`src/design/mrhrs_pkg.sv`:
```
// Shared types and constants of the mixer ramp/hold/reverse sequencer.
package mrhrs_pkg;

  localparam int unsigned SpeedW    = 8;
  localparam int unsigned IntervalW = 8;
  localparam int unsigned StepsW    = 16;
  localparam int unsigned CfgIdxW   = 2;
  localparam int unsigned CfgDataW  = 16;
  localparam int unsigned InDataW   = 16;
  localparam int unsigned OutDataW  = 16;

  localparam logic [IntervalW-1:0] RampIntervalReset = 8'd30;
  localparam logic [IntervalW-1:0] HoldIntervalReset = 8'd10;
  localparam logic [StepsW-1:0]    HoldStepsReset    = 16'd1000;
  localparam logic [IntervalW-1:0] TicksMax          = 8'd255;
  localparam logic [SpeedW-1:0]    SpeedMin          = 8'd1;

  typedef enum logic [CfgIdxW-1:0] {
    REG_RAMP_INTERVAL = 2'd0,
    REG_HOLD_INTERVAL = 2'd1,
    REG_HOLD_STEPS    = 2'd2
  } reg_index_t;

  typedef struct packed {
    logic [IntervalW-1:0] ramp_interval_ms;
    logic [IntervalW-1:0] hold_interval_ms;
    logic [StepsW-1:0]    hold_steps;
  } cfg_t;

  typedef struct packed {
    logic              mix_request;
    logic [SpeedW-1:0] speed_request;
  } item_t;

  typedef struct packed {
    logic              drive_strobe;
    logic [SpeedW-1:0] drive_speed;
    logic              drive_direction;
    logic              motor_stop;
    logic              mixing_active;
  } result_t;

endpackage

```
`src/design/mrhrs_cfg.sv`:
```
// Configuration register file of the mixer sequencer.
module mrhrs_cfg (
  input  logic                                clk,
  input  logic                                rst,
  input  logic                                cfg_valid,
  output logic                                cfg_ready,
  input  logic [mrhrs_pkg::CfgIdxW-1:0]       cfg_index,
  input  logic [mrhrs_pkg::CfgDataW-1:0]      cfg_data,
  output mrhrs_pkg::cfg_t                     cfg
);

  mrhrs_pkg::cfg_t regs;

  assign cfg_ready = 1'b1;
  assign cfg       = regs;

  always_ff @(posedge clk) begin
    if (rst) begin
      regs.ramp_interval_ms <= mrhrs_pkg::RampIntervalReset;
      regs.hold_interval_ms <= mrhrs_pkg::HoldIntervalReset;
      regs.hold_steps       <= mrhrs_pkg::HoldStepsReset;
    end else if (cfg_valid && cfg_ready) begin
      case (cfg_index)
        mrhrs_pkg::REG_RAMP_INTERVAL: begin
          regs.ramp_interval_ms <= cfg_data[mrhrs_pkg::IntervalW-1:0];
        end
        mrhrs_pkg::REG_HOLD_INTERVAL: begin
          regs.hold_interval_ms <= cfg_data[mrhrs_pkg::IntervalW-1:0];
        end
        mrhrs_pkg::REG_HOLD_STEPS: begin
          regs.hold_steps <= cfg_data[mrhrs_pkg::StepsW-1:0];
        end
        default: begin
          regs <= regs;
        end
      endcase
    end
  end

endmodule

```
`src/design/mrhrs_step.sv`:
```
// Sequencer state and the per-tick ramp, hold and reverse logic.
module mrhrs_step (
  input  logic               clk,
  input  logic               rst,
  input  logic               advance,
  input  mrhrs_pkg::item_t   item,
  input  mrhrs_pkg::cfg_t    cfg,
  output mrhrs_pkg::result_t result
);

  logic [mrhrs_pkg::SpeedW-1:0]    ramp_speed, ramp_speed_next;
  logic [mrhrs_pkg::StepsW-1:0]    hold_count, hold_count_next;
  logic                            spin_direction, spin_direction_next;
  logic [mrhrs_pkg::SpeedW-1:0]    speed_setpoint, speed_setpoint_next;
  logic [mrhrs_pkg::IntervalW-1:0] ticks_since_step, ticks_since_step_next;
  logic [mrhrs_pkg::IntervalW-1:0] ticks_inc;

  always_comb begin
    // The tick counter saturates, so the first step after reset fires at once.
    ticks_inc = (ticks_since_step != mrhrs_pkg::TicksMax) ?
                ticks_since_step + 8'd1 : ticks_since_step;

    ramp_speed_next       = ramp_speed;
    hold_count_next       = hold_count;
    spin_direction_next   = spin_direction;
    speed_setpoint_next   = speed_setpoint;
    ticks_since_step_next = ticks_inc;
    result                = '0;
    result.mixing_active  = item.mix_request;

    if (item.mix_request) begin
      if (ramp_speed < speed_setpoint && hold_count == '0) begin
        if (ticks_inc >= cfg.ramp_interval_ms) begin
          ticks_since_step_next  = '0;
          result.drive_strobe    = 1'b1;
          result.drive_speed     = ramp_speed;
          result.drive_direction = spin_direction;
          ramp_speed_next        = ramp_speed + 8'd1;
        end
      end else if (ramp_speed == speed_setpoint && hold_count < cfg.hold_steps) begin
        if (ticks_inc >= cfg.hold_interval_ms) begin
          ticks_since_step_next  = '0;
          result.drive_strobe    = 1'b1;
          result.drive_speed     = ramp_speed;
          result.drive_direction = spin_direction;
          hold_count_next        = hold_count + 16'd1;
        end
      end else if (ramp_speed > mrhrs_pkg::SpeedMin && hold_count == cfg.hold_steps) begin
        if (ticks_inc >= cfg.ramp_interval_ms) begin
          ticks_since_step_next  = '0;
          result.drive_strobe    = 1'b1;
          result.drive_speed     = ramp_speed;
          result.drive_direction = spin_direction;
          ramp_speed_next        = ramp_speed - 8'd1;
        end
      end else begin
        // Cycle finished (or zero setpoint): restart and reverse.
        ramp_speed_next     = mrhrs_pkg::SpeedMin;
        hold_count_next     = '0;
        spin_direction_next = ~spin_direction;
      end
    end else if (hold_count != '0 || ramp_speed != mrhrs_pkg::SpeedMin) begin
      hold_count_next   = '0;
      ramp_speed_next   = mrhrs_pkg::SpeedMin;
      result.motor_stop = 1'b1;
    end else begin
      speed_setpoint_next = item.speed_request;
    end
  end

  always_ff @(posedge clk) begin
    if (rst) begin
      ramp_speed       <= mrhrs_pkg::SpeedMin;
      hold_count       <= '0;
      spin_direction   <= 1'b1;
      speed_setpoint   <= '0;
      ticks_since_step <= mrhrs_pkg::TicksMax;
    end else if (advance) begin
      ramp_speed       <= ramp_speed_next;
      hold_count       <= hold_count_next;
      spin_direction   <= spin_direction_next;
      speed_setpoint   <= speed_setpoint_next;
      ticks_since_step <= ticks_since_step_next;
    end
  end

endmodule

```
`src/design/mixer_ramp_hold_reverse_sequencer.sv`:
```
// Path from input transaction to result: input register, then result register.
// Throughput: one tick item per clock cycle while m_axis_tready holds; the state updates once per accepted item.
// Each accepted item yields exactly one result transaction.
// Reset (synchronous, rst high) empties both registers, restores the configuration
// defaults and returns the sequencer to speed 1, forward direction, zero setpoint.
module mixer_ramp_hold_reverse_sequencer (
  input  logic                                 clk,
  input  logic                                 rst,
  input  logic                                 s_axis_tvalid,
  output logic                                 s_axis_tready,
  // [0] mix_request, [8:1] speed_request, [15:9] ignored
  input  logic [mrhrs_pkg::InDataW-1:0]        s_axis_tdata,
  output logic                                 m_axis_tvalid,
  input  logic                                 m_axis_tready,
  // [0] drive_strobe, [8:1] drive_speed, [9] drive_direction, [10] motor_stop,
  // [11] mixing_active, [15:12] zero
  output logic [mrhrs_pkg::OutDataW-1:0]       m_axis_tdata,
  input  logic                                 cfg_valid,
  output logic                                 cfg_ready,
  input  logic [mrhrs_pkg::CfgIdxW-1:0]        cfg_index,
  input  logic [mrhrs_pkg::CfgDataW-1:0]       cfg_data
);

  mrhrs_pkg::cfg_t    cfg;
  mrhrs_pkg::item_t   in_item;
  logic               in_valid;
  mrhrs_pkg::result_t step_result;
  mrhrs_pkg::result_t out_result;
  logic               out_valid;
  logic               out_free;
  logic               advance;

  // The result register is free when empty or being drained this cycle.
  assign out_free      = !out_valid || m_axis_tready;
  assign advance       = in_valid && out_free;
  assign s_axis_tready = !in_valid || out_free;

  mrhrs_cfg u_cfg (
    .clk       (clk),
    .rst       (rst),
    .cfg_valid (cfg_valid),
    .cfg_ready (cfg_ready),
    .cfg_index (cfg_index),
    .cfg_data  (cfg_data),
    .cfg       (cfg)
  );

  mrhrs_step u_step (
    .clk     (clk),
    .rst     (rst),
    .advance (advance),
    .item    (in_item),
    .cfg     (cfg),
    .result  (step_result)
  );

  always_ff @(posedge clk) begin
    if (rst) begin
      in_valid <= 1'b0;
    end else if (s_axis_tready) begin
      in_valid <= s_axis_tvalid;
    end
  end

  always_ff @(posedge clk) begin
    if (s_axis_tvalid && s_axis_tready) begin
      in_item.mix_request   <= s_axis_tdata[0];
      in_item.speed_request <= s_axis_tdata[mrhrs_pkg::SpeedW:1];
    end
  end

  always_ff @(posedge clk) begin
    if (rst) begin
      out_valid <= 1'b0;
    end else if (out_free) begin
      out_valid <= in_valid;
    end
  end

  always_ff @(posedge clk) begin
    if (advance) begin
      out_result <= step_result;
    end
  end

  assign m_axis_tvalid = out_valid;
  assign m_axis_tdata  = {4'b0000,
                          out_result.mixing_active,
                          out_result.motor_stop,
                          out_result.drive_direction,
                          out_result.drive_speed,
                          out_result.drive_strobe};

endmodule
```
`config.mk`:
```
export PLATFORM = sky130hd
export DESIGN_NAME = mixer_ramp_hold_reverse_sequencer
export DESIGN_NICKNAME = d
export VERILOG_FILES = /design/src/design/mrhrs_pkg.sv /design/src/design/mrhrs_cfg.sv /design/src/design/mrhrs_step.sv /design/src/design/mixer_ramp_hold_reverse_sequencer.sv
export SDC_FILE = /design/constraint.sdc
export NUM_CORES = 1
export LEC_CHECK = 0
export ABC_CLOCK_PERIOD_IN_PS = 3600
export BUFFER_PORTS_ARGS = -buffer_cell sky130_fd_sc_hd__buf_2
export CAP_MARGIN = 15
export CORE_AREA = 2 2 113 115
export CTS_BUF_LIST = sky130_fd_sc_hd__clkbuf_4
export DETAILED_ROUTE_END_ITERATION = 8
export DIE_AREA = 0 0 115 117
export GPL_TIMING_DRIVEN = 1
export PLACE_DENSITY = 0.62
export SLEW_MARGIN = 20
export SYNTH_ARGS = -nofsm -noshare
export SYNTH_HDL_FRONTEND = slang
export SYNTH_SLANG_ARGS = --single-unit
```
`constraint.sdc`:
```
create_clock -name clk -period 3.6 [get_ports clk]
set_input_delay 0 -clock clk [delete_from_list [all_inputs] [get_ports clk]]
set_output_delay 0 -clock clk [all_outputs]
set_load 0.02 [all_outputs]
```
* After elaboration in Yosys (flattened, before gate mapping) *
Cells that the tools add are included.

storage, ports and cells
  bits in registers = 96
  output and inout port bits = 19
  word-level logic and storage cells = 91

cells by class
  $add $sub $neg = 4
  $lt $le $gt $ge = 5
  equal/unequal tests = 12
  muxes and demuxes = 26
  bitwise operators = 6
  reductions and logical operators = 21

operators with widths
  operator                                                        count
  two-way mux 8 bit                                               14
  two-way mux 16 bit                                              6
  two-way mux 10 bit                                              5
  adder 16 x 1 -> 16 bit (second input constant)                  1
  adder 8 x 1 -> 8 bit (second input constant)                    2
  equality test 16 bit                                            1
  greater-or-equal comparator 8 bit                               2
  zero test 16 bit                                                1
  < comparator 16 bit                                             1
  nonzero test 16 bit                                             1
  AND reduction 5 bit                                             3
  equality test 8 bit                                             1
  greater-than comparator 8 x 1 -> 1 bit (second input constant)  1
  < comparator 8 bit                                              1
  != test 8 x 1 -> 1 bit (second input constant)                  1
  != test 8 bit (second input constant)                           1
  subtractor 8 x 1 -> 8 bit (second input constant)               1
  != test 3 x 2 -> 1 bit (second input constant)                  2
  != test 3 bit (second input constant)                           2
  inverter 1 bit                                                  6
  AND reduction 2 bit                                             3
  logical AND 1 bit                                               5
  != test 4 x 3 -> 1 bit (second input constant)                  1
  logical OR 1 bit                                                3
  other kinds (8)                                                 9

* Longest topological paths before layout *
  depth after elaboration = 8
  gate-level depth with buffers = 15
  mapped depth without buffers = 15

* Cells and area by module *
A second synthesis with hierarchy kept.

unflattened totals
  cells, all modules = 641
  area total of the unflattened synthesis = 5818.1 µm²

modules (own cells, without submodules)
  module                             instances  cells an instance  area each (µm²)  seq. area each (µm²)
  mrhrs_step                         1          469                3688.5           820.8
  mrhrs_cfg                          1          136                1361.3           640.6
  mixer_ramp_hold_reverse_sequencer  1          36                 768.2            670.6

* Least setup slack after synthesis *
OpenSTA, ideal clock, no wires.

  kind = register -> register
  from = register u_step.ticks_since_step[0] in the netlist's numbering
  to = register out_result (netlist bit m_axis_tdata[3]), data pin
  arrival time = 3.086 ns
  required time = 3.345 ns
  setup slack = 0.259 ns
  cell stages (with the launch flop) = 14
  path buffers = 0
  path through = dfxtp_1 > ha_1 > nand4_1 > nor2_1 > nand2_1 > nand3_1 > o21a_1 > ha_1 > a2111oi_0 > inv_1 > o31a_1 > a32oi_1 > nor2_1 > and2_1

between the ends
  longest elaborated chain between the ends = 7
  elaborated cells on any way between the ends = 10
  those cells by class = 1 x add/sub; 2 x order compare; 1 x eq/ne; 6 x mux

RTL lines
  element                                                RTL line                                 text
  from (decl)                                            mrhrs_step.sv:15                         logic [mrhrs_pkg::IntervalW-1:0] ticks_since_step, ticks_since_step_next;
  from (signal assigned)                                 mrhrs_step.sv:77                         ticks_since_step <= mrhrs_pkg::TicksMax;
  from (signal assigned)                                 mrhrs_step.sv:83                         ticks_since_step <= ticks_since_step_next;
  adder 8 x 1 -> 8 bit or != test 8 bit (tied branches)  mrhrs_step.sv:21, mrhrs_step.sv:20
  two-way mux 8 bit (*)                                  mrhrs_step.sv:20                         ticks_inc = (ticks_since_step != mrhrs_pkg::TicksMax) ?
  greater-or-equal comparator 8 bit                      mrhrs_step.sv:33, mrhrs_step.sv:49
  two-way mux 10 bit                                     mrhrs_step.sv:33, mrhrs_step.sv:49
  two-way mux 10 bit                                     mrhrs_step.sv:48                         end else if (ramp_speed > mrhrs_pkg::SpeedMin && hold_count == cfg.hold_steps) begin
  two-way mux 10 bit                                     mrhrs_step.sv:40                         end else if (ramp_speed == speed_setpoint && hold_count < cfg.hold_steps) begin
  two-way mux 10 bit (*)                                 mrhrs_step.sv:32                         if (ramp_speed < speed_setpoint && hold_count == '0) begin
  to (signal assigned)                                   mixer_ramp_hold_reverse_sequencer.sv:82  out_result <= step_result;
  to (decl)                                              mixer_ramp_hold_reverse_sequencer.sv:28  mrhrs_pkg::result_t out_result;

Every way passes the cells marked *; elsewhere a longest branch is shown, timed or not.
A chain may end at the register's enable or synchronous reset.

* Worst setup path after layout *
  from = register u_step.ticks_since_step[1] in the netlist's numbering
  to = register u_step.ticks_since_step[0] in the netlist's numbering

between the ends
  longest elaborated chain between the ends = 8
  elaborated cells on any way between the ends = 11
  those cells by class = 1 x add/sub; 2 x order compare; 1 x eq/ne; 7 x mux

RTL lines
  element                                                RTL line                            text
  adder 8 x 1 -> 8 bit or != test 8 bit (tied branches)  mrhrs_step.sv:21, mrhrs_step.sv:20
  two-way mux 8 bit (*)                                  mrhrs_step.sv:20
  greater-or-equal comparator 8 bit                      mrhrs_step.sv:33, mrhrs_step.sv:49
  two-way mux 8 bit                                      mrhrs_step.sv:33, mrhrs_step.sv:49
  two-way mux 8 bit                                      mrhrs_step.sv:48
  two-way mux 8 bit                                      mrhrs_step.sv:40
  two-way mux 8 bit                                      mrhrs_step.sv:32
  two-way mux 8 bit (*)                                  mrhrs_step.sv:31                    if (item.mix_request) begin

Marks and branches as above.

==> results.toml <==
[yosys]
ys_warn_count = 0
synth_cell_type_count = 60
yosys_register_bits = 96
avgSynthCellArea_um2 = 8.76
syn_inst = 613
ys.flop_type = "dfxtp_1"
async_flop_share_pct = 0
synth-edff-count = 21
synth_area_um2 = 5370
yosysSeqAreaShare_pct = 39.7

[floorplanning]
die_x_um = 115
die_area_um2 = 13500
design.core.area_um2 = 12300
num_io_pins = 58
fp.dieH_um = 117
start_util_pct = 43.6
num_rows = 41

[power]
p_int_mw = 1.50
netSwitchingFraction_pct = 31.6
max-vdd-ir-drop_uv = 152
p_seq_share_pct = 53.2
pwr-share-comb_pct = 22.7
power_density_nw_per_um2 = 350
clockPowerShare_pct = 24.0
p_sw_mw = 0.691
p_leak_nw = 2.58

[global_routing]
grt_max_degree = 53
grt.overflow.total = 0
gr-max-usage-layer = "met2"
grtUsageMet3_pct = 3.30
grt_usage_pct = 20.0
grt_pass1_wl_mm = 21.0
grt_util_met2_pct = 35.8
antenna_found_initial = 1
grt_pass1_vias = 4433
grt_use_met1_pct = 23.7

[sta]
hold_viol = 0
fin_crit_ps = 3330
fin_setup_tns_ps = 0
rsz0062_at_grt = "no"
worst_slack_ps = 268
whs_ps = 61.2
maxSlewViolCount = 0
skew_ps = 22.1
slew_headroom_pct = 42.1
worst_pin_slew_ps = 864
fmax_mhz = 300
period_share_pct = 92.6
finalSetupViolations = 0

[min_path]
hold_class = "input pin to register"
hold-path-cell-count = 5

[cts]
clockRootBuffer = "clkbuf_4"
cts_buffers = 9
cts_setup_buffers = 0
clk_latency_ps = 490
h-tree-depth = 3
path_clk_slew_ps = 160
cts_tree = "done"
clock_sinks = 96
clk_path_buf_depth = 2

[placement]
port_buffers = 45
gp_congestion = 0.897
dp_hpwl_mm = 9.28
dp_cells = 798
place_ws_ps = 76.2

[routing]
avgRoutedWirePerCell_um = 15.1
vias_per_cell = 5.39
via_count = 4551
drc = 0
wirelength_mm = 12.8
first_iter_violations = 206
first_pass_iters = 4
ant_nets = 0

[final_layout]
final_common_cell = "dfxtp_1"
finalNonFillerCells = 845
fin_util_pct = 50.8
fillerInstances = 1147
drive_gt1_share_pct = 15.0
area_delta_synth_final_pct = 16.4
multi_input_area_um2 = 2990
final_cell_mix = "dfxtp_1, nor2_1, inv_1, nand2_1, a21oi_1"
seq_area_um2 = 2130
fin_nets = 774

[setup_path]
worstSetupPathType = "register to register"
worst_ep_required_time_ps = 4000
worst_setup_path_start_kind = "register"
end_kind = "register"
cp.arrival_ps = 3740
cp_max_fo = 11
reg2reg_depth = 16

[outcome]
status = "completed"

[job]
cap_violations = 0
-- what timing repair did --
item,in CTS,in global routing
hold buffers,30,0
endpoints found under the setup margin,0,39
hold endpoints to repair,54,0
resized for setup,0,14
-- stage by stage --
step / total power [mW] / area (µm²)
after floorplan: 1.49 / 5380
after global placement: 1.62 / 5770
after detailed placement: 1.64 / 5770
after CTS: 2.19 / 6190
after global routing: 2.32 / 6250
final: 2.19 / 6250
-- final cells by class --
class                           count  area share [%]
Multi-Input combinational cell    443            47.8
Antenna cell                        1          0.0400
Clock inverter                      6           0.740
Inverter                           50            3.00
Timing Repair Buffer               89            10.1
Sequential cell                    96            34.1
Tap cell                          150            3.00
Clock buffer                       10            1.20
-- layer usage --
metal | part of all wire (%) | vias to the layer above
li1 | - | 2329
met1 | 45 | 2098
met2 | 48 | 104
met3 | 4.5 | 20
met4 | 2.7 | 0
met5 | 0 | -
-- sequential cells by signal, summed over array words and instances (netlist names) --
signal	flops
m_axis_tdata	12
u_step.speed_setpoint	8
u_step.spin_direction	1
m_axis_tvalid	1
u_cfg.cfg	32
in_valid	1
u_step.hold_count	16
u_step.ticks_since_step	8
in_item	9
u_step.ramp_speed	8
-- kinds of logic after synthesis --
family	Yosys count	synth area share, %
AOI/OAI and AO/OA	142	16.4
xor gates and xnor gates	10	1.63
adders and majority gates	46	10.7
buffers and inverters	77	5.89
DFF	96	39.7
muxes	17	3.21
other	2	0.140
and+or+nand+nor	223	22.3
-- worst max-delay path, cell delays in order (launching register included) --
cell and delay, ps:
dfxtp_2 400, ha_2 220, nand4_1 160, nor2_2 160
nand2_1 80, buf_4 170, mux2_2 310, ha_1 280
o21ai_0 70, a21oi_1 140, o31a_1 220, buf_4 210
inv_1 80, o311ai_2 250, buf_4 180, a21oi_1 40
a211o_1 250
-- Yosys cell counts, drive strengths merged, types with 3 or more instances --
cell type	instances	share of area [%]
nand3b	5	0.70
nor2b	3	0.35
inv	50	3.5
clkbuf	18	1.3
nor3b	3	0.42
and3	4	0.47
xnor2	10	1.6
nand3	15	1.4
a21oi	48	4.5
and2	11	1.3
o21ai	33	3.1
nor3	19	2.0
a211o	11	1.8
buf	9	1.1
edfxtp	21	12
or3	3	0.54
a211oi	7	0.98
ha	46	11
a31oi	10	1.2
nor2	64	4.5
nor4	12	2.1
and4	4	0.68
o211ai	4	0.56
nand4	12	1.5
nand2b	7	0.96
and3b	4	0.65
or4	4	0.56
mux2i	15	2.8
dfxtp	75	28
a21o	8	1.1
nand2	48	3.4
o21a	7	0.98
o31ai	4	0.56
-- final timing paths --
check	from	endpoint	slack (ps)
setup reg to reg	u_step.ticks_since_step[1]	u_step.ticks_since_step[0]	270
hold reg to reg	u_cfg.cfg[13]	u_cfg.cfg[13]	460
hold / removal	cfg_index[1]	u_cfg.cfg[28]	60
setup / recovery	u_step.ticks_since_step[1]	u_step.ticks_since_step[0]	270
-- power groups by stage --
stage	combinational (mW)	clock (mW)	sequential [mW]
3_3_place_gp	0.431	0	1.19
6_report	0.497	0.526	1.16
4_1_cts	0.478	0.546	1.16
3_5_place_dp	0.450	0	1.19
2_1_floorplan	0.300	0	1.19
5_1_grt	0.557	0.587	1.17
Power figures use the tool's default switching activity.
